===== src/sv/mbps_pkg.sv =====
// Package: shared constants, types and helpers of the masked byte pattern scanner.
`timescale 1ns / 1ps

package mbps_pkg;

  // Sizes of the pattern store, offset counter and register fields
  localparam int PATTERN_MAX = 32;
  localparam int OFFSET_BITS = 32;
  localparam int MASK_W      = 32;
  localparam int ADDR_W      = 64;
  localparam int OFS_OUT_W   = 32;
  localparam int CFG_DATA_W  = 64;
  localparam int CFG_IDX_W   = 3;
  localparam int LEN_REG_W   = 6;
  localparam int BYTES_PER_WORD = CFG_DATA_W / 8;
  localparam int LEN_W       = $clog2(PATTERN_MAX);

  typedef logic [7:0]                    byte_t;
  typedef logic [LEN_W-1:0]              len_t;
  typedef logic [PATTERN_MAX-1:0][7:0]   pat_bytes_t;
  typedef logic [PATTERN_MAX-2:0][7:0]   hist_t;
  typedef logic [OFFSET_BITS-1:0]        count_t;

  localparam count_t COUNT_MAX = {OFFSET_BITS{1'b1}};

  // Register indexes of the configuration port
  typedef enum logic [CFG_IDX_W-1:0] {
    CFG_PAT_LO     = 3'd0,
    CFG_PAT_MID_LO = 3'd1,
    CFG_PAT_MID_HI = 3'd2,
    CFG_PAT_HI     = 3'd3,
    CFG_EXACT_MASK = 3'd4,
    CFG_PAT_LEN    = 3'd5,
    CFG_FIND_ALL   = 3'd6,
    CFG_BASE       = 3'd7
  } cfg_reg_e;

  // Pattern settings handed to the window compare
  typedef struct packed {
    pat_bytes_t        pat;
    logic [MASK_W-1:0] mask;
    len_t              len_m1;
  } pat_cfg_t;

  // Map the length register to length minus one; zero acts as one, large values clamp
  function automatic len_t eff_len_m1(input logic [LEN_REG_W-1:0] len);
    len_t r;
    if (len == '0) begin
      r = '0;
    end else if (len > LEN_REG_W'(PATTERN_MAX)) begin
      r = len_t'(PATTERN_MAX - 1);
    end else begin
      r = len_t'(len - LEN_REG_W'(1));
    end
    return r;
  endfunction

endpackage


===== src/sv/mbps_byte_if.sv =====
// Interface: byte stream channel into the scanner.
`timescale 1ns / 1ps

interface mbps_byte_if;
  logic            valid;
  logic            ready;
  mbps_pkg::byte_t data_byte;
  logic            region_last;

  modport source (output valid, output data_byte, output region_last, input ready);
  modport sink   (input valid, input data_byte, input region_last, output ready);
endinterface


===== src/sv/mbps_result_if.sv =====
// Interface: result channel out of the scanner.
`timescale 1ns / 1ps

interface mbps_result_if;
  logic                                valid;
  logic                                ready;
  logic                                match_found;
  logic [mbps_pkg::OFS_OUT_W-1:0]      match_offset;
  logic [mbps_pkg::ADDR_W-1:0]         match_address;
  logic                                region_done;
  logic                                offset_overflow;

  modport source (output valid, output match_found, output match_offset,
                  output match_address, output region_done, output offset_overflow,
                  input ready);
  modport sink   (input valid, input match_found, input match_offset,
                  input match_address, input region_done, input offset_overflow,
                  output ready);
endinterface


===== src/sv/mbps_match.sv =====
// Window compare: all pattern positions checked in parallel against the byte window.
`timescale 1ns / 1ps

module mbps_match (
  input  mbps_pkg::byte_t    cur,
  input  mbps_pkg::hist_t    hist,
  input  mbps_pkg::pat_cfg_t cfg,
  output logic               hit
);

  logic [mbps_pkg::PATTERN_MAX-1:0][7:0] win;
  logic [mbps_pkg::PATTERN_MAX-1:0]      pos_ok;
  logic [mbps_pkg::PATTERN_MAX-1:0]      exact;

  // Build the window: entry 0 is the current byte, then newest history first
  always_comb begin
    win[0] = cur;
    for (int i = 1; i < mbps_pkg::PATTERN_MAX; i++) begin
      win[i] = hist[i-1];
    end
  end

  // Pattern bytes past the mask register are wildcards
  always_comb begin
    for (int j = 0; j < mbps_pkg::PATTERN_MAX; j++) begin
      exact[j] = (j < mbps_pkg::MASK_W) ? cfg.mask[j % mbps_pkg::MASK_W] : 1'b0;
    end
  end

  // Pattern byte j lines up with the window byte len-1-j back from the current one
  always_comb begin
    for (int j = 0; j < mbps_pkg::PATTERN_MAX; j++) begin
      pos_ok[j] = 1'b1;
      if ((mbps_pkg::LEN_W'(j) <= cfg.len_m1) && exact[j]) begin
        pos_ok[j] = (win[cfg.len_m1 - mbps_pkg::LEN_W'(j)] == cfg.pat[j]);
      end
    end
  end

  assign hit = &pos_ok;

endmodule


===== src/sv/masked_byte_pattern_scanner.sv =====
// An accepted item is held in the input stage register, its result in the result register.
// Throughput: one byte per cycle while the result register is free; set by the parallel
// compare of all pattern positions against a shift window, then one 64-bit address add.
// Items that cause no result (no reported match, not the last byte) produce no output.
// Reset (rst, synchronous, active high) clears control state and the registers to their
// defaults; the byte history is not cleared, windows are gated by the per-region byte count.
`timescale 1ns / 1ps

module masked_byte_pattern_scanner (
  input  logic                                clk,
  input  logic                                rst,
  input  logic                                cfg_we,
  input  logic [mbps_pkg::CFG_IDX_W-1:0]      cfg_index,
  input  logic [mbps_pkg::CFG_DATA_W-1:0]     cfg_data,
  mbps_byte_if.sink                           scan_in,
  mbps_result_if.source                       scan_out
);

  // Configuration registers
  mbps_pkg::pat_bytes_t                 pat;
  logic [mbps_pkg::MASK_W-1:0]          exact_mask;
  logic [mbps_pkg::LEN_REG_W-1:0]       pattern_length;
  logic                                 find_all;
  logic [mbps_pkg::ADDR_W-1:0]          region_base;

  // Scan state
  mbps_pkg::hist_t                      hist;
  mbps_pkg::count_t                     bytes_seen;
  mbps_pkg::count_t                     bytes_seen_next;
  logic                                 first_taken;
  logic                                 first_taken_next;
  logic                                 saturated;
  logic                                 saturated_next;

  // Input stage
  logic                                 s1_valid;
  mbps_pkg::byte_t                      s1_byte;
  logic                                 s1_last;

  // Result stage
  logic                                 out_valid;
  logic                                 out_found;
  logic [mbps_pkg::OFS_OUT_W-1:0]       out_offset;
  logic [mbps_pkg::ADDR_W-1:0]          out_address;
  logic                                 out_done;
  logic                                 out_ovf;

  // Datapath
  mbps_pkg::pat_cfg_t                   pcfg;
  logic                                 hit;
  logic                                 report;
  logic                                 produce;
  logic                                 advance;
  logic                                 out_free;
  mbps_pkg::count_t                     offset;
  logic [mbps_pkg::ADDR_W-1:0]          address;

  // Write configuration registers
  always_ff @(posedge clk) begin
    if (rst) begin
      pat            <= '0;
      exact_mask     <= '0;
      pattern_length <= mbps_pkg::LEN_REG_W'(1);
      find_all       <= 1'b0;
      region_base    <= '0;
    end else if (cfg_we) begin
      unique case (mbps_pkg::cfg_reg_e'(cfg_index))
        mbps_pkg::CFG_PAT_LO, mbps_pkg::CFG_PAT_MID_LO,
        mbps_pkg::CFG_PAT_MID_HI, mbps_pkg::CFG_PAT_HI: begin
          for (int k = 0; k < mbps_pkg::BYTES_PER_WORD; k++) begin
            if (int'(cfg_index) * mbps_pkg::BYTES_PER_WORD + k < mbps_pkg::PATTERN_MAX) begin
              pat[mbps_pkg::LEN_W'(int'(cfg_index) * mbps_pkg::BYTES_PER_WORD + k)]
                <= cfg_data[8*k +: 8];
            end
          end
        end
        mbps_pkg::CFG_EXACT_MASK: exact_mask     <= cfg_data[mbps_pkg::MASK_W-1:0];
        mbps_pkg::CFG_PAT_LEN:    pattern_length <= cfg_data[mbps_pkg::LEN_REG_W-1:0];
        mbps_pkg::CFG_FIND_ALL:   find_all       <= cfg_data[0];
        mbps_pkg::CFG_BASE:       region_base    <= cfg_data[mbps_pkg::ADDR_W-1:0];
        default: ;
      endcase
    end
  end

  assign pcfg.pat    = pat;
  assign pcfg.mask   = exact_mask;
  assign pcfg.len_m1 = mbps_pkg::eff_len_m1(pattern_length);

  mbps_match u_match (
    .cur  (s1_byte),
    .hist (hist),
    .cfg  (pcfg),
    .hit  (hit)
  );

  // Handshake: the input stage moves on whenever the result register is free
  assign out_free      = !out_valid || scan_out.ready;
  assign advance       = s1_valid && out_free;
  assign scan_in.ready = !s1_valid || out_free;

  // Decide the report and compute offset and address
  assign report  = (bytes_seen >= mbps_pkg::OFFSET_BITS'(pcfg.len_m1)) && hit
                   && (find_all || !first_taken);
  assign produce = report || s1_last;
  assign offset  = bytes_seen - mbps_pkg::OFFSET_BITS'(pcfg.len_m1);
  assign address = region_base + mbps_pkg::ADDR_W'(offset);

  // Next region state: advance the count, pin it at the top, clear at region end
  always_comb begin
    first_taken_next = first_taken || report;
    if (bytes_seen == mbps_pkg::COUNT_MAX) begin
      bytes_seen_next = bytes_seen;
      saturated_next  = 1'b1;
    end else begin
      bytes_seen_next = bytes_seen + mbps_pkg::OFFSET_BITS'(1);
      saturated_next  = saturated;
    end
    if (s1_last) begin
      bytes_seen_next  = '0;
      first_taken_next = 1'b0;
      saturated_next   = 1'b0;
    end
  end

  // Hold the input item until it moves on
  always_ff @(posedge clk) begin
    if (rst) begin
      s1_valid <= 1'b0;
    end else if (scan_in.ready) begin
      s1_valid <= scan_in.valid;
    end
  end

  always_ff @(posedge clk) begin
    if (scan_in.valid && scan_in.ready) begin
      s1_byte <= scan_in.data_byte;
      s1_last <= scan_in.region_last;
    end
  end

  // Update region state as an item moves on
  always_ff @(posedge clk) begin
    if (rst) begin
      bytes_seen  <= '0;
      first_taken <= 1'b0;
      saturated   <= 1'b0;
    end else if (advance) begin
      bytes_seen  <= bytes_seen_next;
      first_taken <= first_taken_next;
      saturated   <= saturated_next;
    end
  end

  // Shift the byte history, newest at entry 0
  always_ff @(posedge clk) begin
    if (advance) begin
      hist <= {hist[mbps_pkg::PATTERN_MAX-3:0], s1_byte};
    end
  end

  // Load the result register, drop it once taken
  always_ff @(posedge clk) begin
    if (rst) begin
      out_valid <= 1'b0;
    end else if (advance && produce) begin
      out_valid <= 1'b1;
    end else if (scan_out.ready) begin
      out_valid <= 1'b0;
    end
  end

  always_ff @(posedge clk) begin
    if (advance && produce) begin
      out_found   <= report;
      out_offset  <= report ? mbps_pkg::OFS_OUT_W'(offset) : '0;
      out_address <= report ? address : '0;
      out_done    <= s1_last;
      out_ovf     <= saturated;
    end
  end

  assign scan_out.valid           = out_valid;
  assign scan_out.match_found     = out_found;
  assign scan_out.match_offset    = out_offset;
  assign scan_out.match_address   = out_address;
  assign scan_out.region_done     = out_done;
  assign scan_out.offset_overflow = out_ovf;

  // A result exists only for a reported match or a region end
  a_result_cause: assert property (@(posedge clk) disable iff (rst)
    out_valid |-> (out_found || out_done))
    else $error("result without match or region end");

  // A result without a match carries zero offset and address
  a_nomatch_zero: assert property (@(posedge clk) disable iff (rst)
    (out_valid && !out_found) |-> (out_offset == '0 && out_address == '0))
    else $error("non-match result carries offset or address");

  // Region end resets the count and the overflow flag
  a_region_clear: assert property (@(posedge clk) disable iff (rst)
    (advance && s1_last) |=> (bytes_seen == '0 && !saturated && !first_taken))
    else $error("region state not cleared after last byte");

  // The overflow flag is set only with the count pinned at its top
  a_sat_pinned: assert property (@(posedge clk) disable iff (rst)
    saturated |-> (bytes_seen == mbps_pkg::COUNT_MAX))
    else $error("overflow flag set with count below top");

endmodule

===== src/flat_wrapper.sv =====
// flat-port wrapper written by rule: the top's interface ports become plain ports
module masked_byte_pattern_scanner_flat 
  (clk, rst, cfg_we, cfg_index, cfg_data, scan_in_valid, scan_in_data_byte, scan_in_region_last, scan_in_ready, scan_out_valid, scan_out_match_found, scan_out_match_offset, scan_out_match_address, scan_out_region_done, scan_out_offset_overflow, scan_out_ready);
  mbps_byte_if scan_in_i ();
  mbps_result_if scan_out_i ();
  input  logic clk;
  input  logic rst;
  input  logic cfg_we;
  input  logic [mbps_pkg::CFG_IDX_W-1:0] cfg_index;
  input  logic [mbps_pkg::CFG_DATA_W-1:0] cfg_data;
  input wire logic [$bits(scan_in_i.valid)-1:0] scan_in_valid;
  input wire logic [$bits(scan_in_i.data_byte)-1:0] scan_in_data_byte;
  input wire logic [$bits(scan_in_i.region_last)-1:0] scan_in_region_last;
  output wire logic [$bits(scan_in_i.ready)-1:0] scan_in_ready;
  output wire logic [$bits(scan_out_i.valid)-1:0] scan_out_valid;
  output wire logic [$bits(scan_out_i.match_found)-1:0] scan_out_match_found;
  output wire logic [$bits(scan_out_i.match_offset)-1:0] scan_out_match_offset;
  output wire logic [$bits(scan_out_i.match_address)-1:0] scan_out_match_address;
  output wire logic [$bits(scan_out_i.region_done)-1:0] scan_out_region_done;
  output wire logic [$bits(scan_out_i.offset_overflow)-1:0] scan_out_offset_overflow;
  input wire logic [$bits(scan_out_i.ready)-1:0] scan_out_ready;
  assign scan_in_i.valid = scan_in_valid;
  assign scan_in_i.data_byte = scan_in_data_byte;
  assign scan_in_i.region_last = scan_in_region_last;
  assign scan_in_ready = scan_in_i.ready;
  assign scan_out_valid = scan_out_i.valid;
  assign scan_out_match_found = scan_out_i.match_found;
  assign scan_out_match_offset = scan_out_i.match_offset;
  assign scan_out_match_address = scan_out_i.match_address;
  assign scan_out_region_done = scan_out_i.region_done;
  assign scan_out_offset_overflow = scan_out_i.offset_overflow;
  assign scan_out_i.ready = scan_out_ready;
  masked_byte_pattern_scanner u_core (.clk(clk), .rst(rst), .cfg_we(cfg_we), .cfg_index(cfg_index), .cfg_data(cfg_data), .scan_in(scan_in_i), .scan_out(scan_out_i));
endmodule

===== config.mk =====
export PLATFORM = sky130hd
export DESIGN_NAME = masked_byte_pattern_scanner_flat
export DESIGN_NICKNAME = d
export VERILOG_FILES = /design/src/sv/mbps_pkg.sv /design/src/sv/mbps_byte_if.sv /design/src/sv/mbps_result_if.sv /design/src/sv/mbps_match.sv /design/src/sv/masked_byte_pattern_scanner.sv /design/src/flat_wrapper.sv
export SDC_FILE = /design/constraint.sdc
export NUM_CORES = 2
export LEC_CHECK = 0
export BUFFER_PORTS_ARGS = -buffer_cell sky130_fd_sc_hd__buf_2
export CAP_MARGIN = 10
export CORE_ASPECT_RATIO = 1.5
export CORE_MARGIN = 2
export CORE_UTILIZATION = 35
export DETAILED_ROUTE_END_ITERATION = 12
export PLACE_DENSITY_LB_ADDON = 0.1
export SETUP_SLACK_MARGIN = 0.5
export SLEW_MARGIN = 20
export SYNTH_ARGS = -nofsm -noshare
export SYNTH_HDL_FRONTEND = slang
export SYNTH_SLANG_ARGS = --single-unit

===== constraint.sdc =====
create_clock -name clk -period 12.3 [get_ports clk]
set_input_delay 3.075 -clock clk [delete_from_list [all_inputs] [get_ports clk]]
set_output_delay 3.075 -clock clk [all_outputs]
set_load 0.05 [all_outputs]

Yosys cells after proc, flatten, opt, wreduce, memory -nomap -nowiden
Index checks and enable logic that the tools add are counted.

$lt $le $gt $ge: 90. Equality and inequality tests: 41. $add $sub $neg: 42. Multiplexer cells: 158. Reduce and logical (&&, ||, !) cells: 66.

Operators by type and width (number): $mux 256 (29); $bwmux 256 (8); $bmux 8 s5 (32); $mux 8 (40); $demux 8 s5 (7); $eq 8x8->1 (32); $lt 32x7->1 const B (6); $lt 5x6->1 const B (32); $le 5x5->1 const A (16); $sub 5x5->5 const B (16); $add 64x32->64 (1); $mux 32 (2); $lt 5x7->1 const B (8); $logic_and 1x1->1 (45); $ge 5x1->1 const B (8); $le 4x5->1 const A (8); $sub 5x4->5 const B (8); $mux 1 (37); $add 32x1->32 const B (1); $eq 32x32->1 const B (1); $ge 32x5->1 (1); $reduce_and 32->1 (1); $sub 32x5->32 (1); $add 6x3->7 const B (4); other kinds (24) (53).

Input port bits: 81. Register bits: 751. Output and inout port bits: 101. Word-level logic and storage cells: 476.

Logic depth before layout (Yosys ltp)
Depth in word-level cells: 41. Gate-level depth with buffers: 37. Depth with buffers taken out: 29.

Hierarchy
From an unflattened synthesis, not the netlist that was laid out.

Cell total of the unflattened synthesis: 4961. Area total of the unflattened synthesis: 54379.7 sq um.

Modules (own cells, without submodules): masked_byte_pattern_scanner (area an instance 27732.8 sq um, times used 1, seq. area each 18597.8 sq um, cells each 2466); mbps_match (area an instance 26646.8 sq um, times used 1, seq. area each 0.0 sq um, cells each 2495).

Worst setup path before layout
OpenSTA, ideal clock, no wires.

Kind: flip-flop to flip-flop. Start point: register u_core.pattern_length[0] (netlist bit). End point: register u_core.out_address, in the netlist u_core.scan_out.match_address[0] (enable). Stages on the path, launching flop included: 31. Period minus slack after synthesis: 12.676 ns. Library setup time: 0.590 ns. Slack: -0.376 ns. Data arrival time: 12.086 ns. Path buffers: 13. Required time: 11.710 ns. Path through: dfxtp_1 -> buf_2 -> buf_2 -> inv_2 -> buf_1 -> clkbuf_1 -> ha_1 -> buf_2 -> xor2_1 -> a2bb2oi_4 -> inv_2 -> clkbuf_1 -> buf_1 -> buf_1 -> ha_1 -> clkbuf_1 -> clkbuf_1 -> nor2_1 -> buf_1 -> nor2_2 -> clkbuf_1 -> mux2i_1 -> xnor2_1 -> nor4_1 -> nand3_1 -> a32oi_1 -> nand4b_1 -> nor4_1 -> nand4_1 -> clkbuf_1 -> a21oi_1.

Cells in the longest elaborated chain, start to end: 13. Elaborated cells on any way between the ends: 234. Those cells by class: 32 x add/sub; 34 x order compare; 32 x eq/ne; 98 x mux; 38 x reduce/logical.

RTL lines: start, declared (RTL line masked_byte_pattern_scanner.sv:22) `logic [mbps_pkg::LEN_REG_W-1:0] pattern_length;`; start signal, assigned (RTL line masked_byte_pattern_scanner.sv:63) `pattern_length <= mbps_pkg::LEN_REG_W'(1);`; start signal, assigned (RTL line masked_byte_pattern_scanner.sv:78) `mbps_pkg::CFG_PAT_LEN: pattern_length <= cfg_data[mbps_pkg::LEN_REG_W-1:0];`; $sub 5x1->5 or $gt 6x6->1 (tied branches) (RTL line mbps_pkg.sv:53, mbps_pkg.sv:50); $mux 5 (RTL line mbps_pkg.sv:50) `end else if (len > LEN_REG_W'(PATTERN_MAX)) begin`; $mux 5 (*) (RTL line mbps_pkg.sv:48) `if (len == '0) begin`; $sub 5x1->5 (tied with other cells) (RTL line mbps_match.sv:35) `pos_ok[j] = (win[cfg.len_m1 - mbps_pkg::LEN_W'(j)] == cfg.pat[j]);`; $bmux 8 s5 (RTL line mbps_match.sv:35); $mux 8 (not written as such) (RTL line mbps_match.sv:35); $eq 8x8->1 (RTL line mbps_match.sv:35); $mux 1 (RTL line mbps_match.sv:34) `if ((mbps_pkg::LEN_W'(j) <= cfg.len_m1) && exact[j]) begin`; $reduce_and 32->1 (RTL line mbps_match.sv:40) `assign hit = &pos_ok;`; $logic_and 1x1->1 (*) (RTL line masked_byte_pattern_scanner.sv:103) `assign report = (bytes_seen >= mbps_pkg::OFFSET_BITS'(pcfg.len_m1)) && hit`; $logic_and 1x1->1 (*) (RTL line masked_byte_pattern_scanner.sv:104) `&& (find_all || !first_taken);`; $logic_or 1x1->1 (*) (RTL line masked_byte_pattern_scanner.sv:105) `assign produce = report || s1_last;`; $logic_and 1x1->1 (*) (RTL line masked_byte_pattern_scanner.sv:174) `if (advance && produce) begin`; end signal, assigned (RTL line masked_byte_pattern_scanner.sv:177) `out_address <= report ? address : '0;`; end, declared (RTL line masked_byte_pattern_scanner.sv:44) `logic [mbps_pkg::ADDR_W-1:0] out_address;`.

Mark *: on every way between the ends. The rest lies on a longest branch, timed or not. The select of a mux whose other input is x is not followed. A chain may end at the register's enable or synchronous reset.

Worst setup path after layout
Start point: register u_core.pattern_length[0] (netlist bit). End point: register u_core.out_address, in the netlist u_core.scan_out.match_address[36] (enable).

The elaborated chain is that of the path after synthesis.

==> results by group <==
Worst setup path
  – Cell type with the highest occurrence count on the critical path: sky130_fd_sc_hd__buf_4
  – Slowest library cell on the worst path: sky130_fd_sc_hd__xnor2_4
  – Kind of critical path: flip-flop to flip-flop
  – Critical path cell sequence: inv_2, ha_4, nor4b_4, buf_12, a21oi_4, buf_4, ha_1, xnor2_4, buf_4, buf_4, mux2i_1, nor3_1, o21ai_0, nand4_1, nor4_1, o2bb2ai_1, nor4_1, nand4b_1, nor4_1, nand4_1, buf_4, a21oi_4, buf_12
  – Combined buffer and inverter count along the critical path: 7
  – Worst endpoint data arrival time: 9.69 ns
  – Max stage delay on crit path: a little under 0.9 ns
  – Max FO, Critical Path: 154
  – Crit end category: flip-flop
  – Data required time at the worst endpoint: about 13 ns
  – Cell family with most CP delay: simple AND/OR/NAND/NOR gates
  – Kind of start point of the critical path: flip-flop

Yosys
  – Number of synthesized flops with an enable pin: 356
  – Synthesis warning total: 0
  – Post-synthesis instance total: between 6k and 7k
  – Flip-flop cell with the highest count after synthesis: sky130_fd_sc_hd__dfxtp_1
  – Share of the yosys chip area belonging to registers: about 33%
  – Cell area after synthesis: between 50000 and 60000 µm²
  – Fraction of registers with async set/reset: 0%
  – Mean post-synth cell area: between 8 and 9 µm²
  – Cell variety after synth: between 90 and 100
  – Post-synth net total: 6475
  – Post-synthesis sequential element count: roughly 750

Placed design
  – Number of port buffers: between 150 and 200
  – GP Congestion: between 1 and 1.5
  – Post-detail-place hpwl: 205000 µm
  – Cell count after placement: a little over 8k

GRT
  – Wire length of the first global-routing pass: around 390000 µm
  – Total congestion overflow after global routing: 0
  – Initial antenna violation count: 13
  – Largest net degree at the start of global routing: a little over 200
  – Global Route Usage Sum: 32.6%
  – Via count of the first global-routing pass: 49.8k

Detailed routing
  – Final routed wire length divided by cell count: around 33 µm
  – 1st-iter DRT viols: 5615
  – Vias: 52.9k
  – Detailed-route DRC error count: 0
  – Detailed Route WL: about 280000 µm
  – Average vias per placed instance: approximately 6.3
  – Number of optimization iterations in the first detailed-route pass: 6
  – Antenna violation net count after detailed routing: 0

CTS
  – Number of buffers inserted to repair setup after CTS: 0
  – Clk_lat worst skew: between 0.7 and 0.8 ns
  – Clock Tree Buf Depth: 3
  – Clock slew at reported path FFs: around 0.070 ns
  – Clock tree from TritonCTS: built
  – CTS Buf Count: 87
  – Hold_buf cts: 0
  – Number of sinks on the clock net: about 750
  – H-tree depth: 3
  – Post-CTS Resized: 0
  – Clock root buffer: sky130_fd_sc_hd__clkbuf_16

STA
  – Max-slew violations: 0
  – Highest clock rate: between 100 and 150 MHz
  – Layout Skew: 0.0376 ns
  – Final-layout setup total negative slack: 0 ns
  – Crit share post-route: 75.9%
  – Setup repair after global routing missed its margin: no
  – Relative slew slack: 17.6%
  – Min Clock Period, post-route: approximately 9.3 ns
  – Least-Margin Pin Slew: around 1.2 ns
  – Final Setup Violations: 0
  – Count of final hold-check violations: 0

Floorplan
  – Width of the die: about 330 µm
  – Vertical extent of the die: a little under 500 µm
  – Total Die Area: 164000 µm²
  – Top Ports: approximately 180
  – Floorplan core area: about 160000 µm²
  – Initial core utilization: a little over a third
  – Cell Rows: 180

Power
  – Internal power contribution: ~5400 µW
  – Ratio of total power to cell area: around 140 nW/µm²
  – Pleak: between 0.02 and 0.025 µW
  – Combinational cell fraction of total power: around 36%
  – Flop pwr share: around a third
  – Switching power: approximately 3500 µW
  – Highest ir drop seen on vdd: between 0.1 and 0.15 mV
  – Sw Share: 39.2%
  – Part of the power in the clock network: around a third

Final layout
  – Count of fill cells added during filler insertion: ~16k
  – Area Overhead vs Synth: 11.0%
  – Most common cell after layout, fill and taps aside: sky130_fd_sc_hd__nand2_1
  – Proportion of layout cells with a drive suffix above 1: 13.1%
  – Number of cells in the finished layout apart from fillers: 8404
  – Nets@finish: around 6.4k
  – Highest-count cells in the layout ignoring fill and taps: sky130_fd_sc_hd__nand2_1, sky130_fd_sc_hd__mux2i_1, sky130_fd_sc_hd__nor2_1

Status
  – Outcome: completed

Hold path
  – Hold crit path type: flip-flop to flip-flop

Run
  – Max-Cap Viols: 0
cells in the mapped netlist (all sizes together), types with 29 or more instances:
master | instances | area share [%]
nor2 | 471 | 3.1
nor3 | 187 | 1.7
buf | 183 | 1.6
nor2b | 221 | 2.5
xnor2 | 254 | 4.1
a21o | 42 | 0.56
o31ai | 48 | 0.64
nor4 | 33 | 0.37
o221a | 35 | 0.70
o311ai | 39 | 0.61
edfxtp | 356 | 19
o32ai | 62 | 0.97
nand4 | 63 | 0.70
and2 | 43 | 0.48
or2 | 63 | 0.70
or3 | 100 | 1.1
a211oi | 39 | 0.53
o21ai | 130 | 1.2
xor2 | 239 | 3.7
a22oi | 44 | 0.59
o221ai | 56 | 0.87
ha | 63 | 1.4
nand3 | 82 | 0.73
o22ai | 139 | 1.5
a21oi | 428 | 3.8
a2111oi | 71 | 1.1
mux2i | 541 | 9.6
nand2b | 99 | 1.1
a221oi | 29 | 0.45
nand2 | 600 | 4.0
mux2 | 40 | 0.80
a211o | 95 | 1.5
inv | 90 | 0.60
a31oi | 41 | 0.46
clkbuf | 372 | 2.5
dfxtp | 395 | 14
mux4 | 98 | 3.9
o211ai | 102 | 1.4
cell families after synthesis:
| group | count (synthesis) | share of synthesized area, % |
|---|---|---|
| and+or+nand+nor | 2062 | 17.9 |
| AOI/OAI and AO/OA | 1631 | 20.7 |
| DFF | 751 | 33.1 |
| muxes | 679 | 14.4 |
| buffers and inverters | 647 | 4.67 |
| xor gates and xnor gates | 493 | 7.80 |
| adders and majority gates | 66 | 1.49 |
worst reg2reg max path: stages, from the launching register on:
cell and delay, ns:
sky130_fd_sc_hd__dfxtp_4 0.43, sky130_fd_sc_hd__inv_2 0.12, sky130_fd_sc_hd__ha_4 0.16, sky130_fd_sc_hd__nor4b_4 0.29, sky130_fd_sc_hd__buf_12 0.48, sky130_fd_sc_hd__a21oi_4 0.18, sky130_fd_sc_hd__buf_4 0.47, sky130_fd_sc_hd__ha_1 0.69
sky130_fd_sc_hd__xnor2_4 0.90, sky130_fd_sc_hd__buf_4 0.33, sky130_fd_sc_hd__buf_4 0.39, sky130_fd_sc_hd__mux2i_1 0.88, sky130_fd_sc_hd__nor3_1 0.12, sky130_fd_sc_hd__o21ai_0 0.32, sky130_fd_sc_hd__nand4_1 0.15, sky130_fd_sc_hd__nor4_1 0.85
sky130_fd_sc_hd__o2bb2ai_1 0.17, sky130_fd_sc_hd__nor4_1 0.35, sky130_fd_sc_hd__nand4b_1 0.14, sky130_fd_sc_hd__nor4_1 0.40, sky130_fd_sc_hd__nand4_1 0.15, sky130_fd_sc_hd__buf_4 0.28, sky130_fd_sc_hd__a21oi_4 0.22, sky130_fd_sc_hd__buf_12 0.42
path summary, 6_finish.rpt:
check / start / to / slack [ns] / cells after the start
max: u_core.pattern_length[0]$_SDFFE_PP1P_ / u_core.scan_out.match_address[36]$_SDFFCE_PN0P_ / 2.96 / 23
min: u_core.first_taken$_SDFFE_PP0P_ / u_core.first_taken$_SDFFE_PP0P_ / 0.46 / 2
max reg2reg: u_core.pattern_length[0]$_SDFFE_PP1P_ / u_core.scan_out.match_address[36]$_SDFFCE_PN0P_ / 2.96 / 23
min reg2reg: u_core.first_taken$_SDFFE_PP0P_ / u_core.first_taken$_SDFFE_PP0P_ / 0.46 / 2
sequential cells by signal, indices dropped and copies added, names as in the netlist:
register	flops
u_core.scan_out.valid	1
u_core.scan_out.match_offset	32
u_core.region_base	64
u_core.s1_last	1
u_core.s1_valid	1
u_core.bytes_seen	32
u_core.scan_out.region_done	1
u_core.pattern_length	6
u_core.find_all	1
u_core.s1_byte	8
u_core.saturated	1
u_core.scan_out.match_address	64
u_core.pat	256
u_core.scan_out.offset_overflow	1
u_core.scan_out.match_found	1
u_core.exact_mask	32
u_core.hist	248
u_core.first_taken	1
cell type report:
cell class	count	area [µm²]	share of cell area [%]
well taps	2093	2620	4.20
flip-flops and latches	751	18600	29.8
multi-input cells	4931	35300	56.6
repair buffers	369	2420	3.88
clock inverters	48	547	0.876
inverters	92	359	0.576
clock buffers	115	2520	4.03
diodes	5	12.5	0.0201
per-layer routing:
metal  GRT usage, %  wire length, µm
met1           35.3            97600
met2           53.4           127000
met3           6.35            20400
met4           31.3            31400
met5              0               27
per-stage QoR:
| stage | hold slack [ns] | utilization, % | power (µW) | instance area (µm²) | setup slack, ns |
|---|---|---|---|---|---|
| floorplan | 0.409 | - | 4840 | 56200 | 1.85 |
| global placement | 0.437 | 37.0 | 6030 | 59200 | 3.03 |
| detailed placement | 0.441 | 37.1 | 6050 | 59300 | 3.08 |
| CTS | 0.455 | 39.0 | 8940 | 62400 | 3.04 |
| global route | 0.469 | 39.0 | 9230 | 62400 | 2.79 |
| finish | 0.457 | 39.0 | 8960 | 62400 | 2.96 |
power by group through the flow:
stage                     clock, µW  sequential (µW)  combinational [µW]
after global routing           3020             2860                3350
final                          2880             2850                3220
after global placement            0             2900                3130
after floorplan                   0             2960                1880
after detailed placement          0             2900                3140
after CTS                      2940             2850                3150
Note: power is estimated with default switching activity, not from simulation.
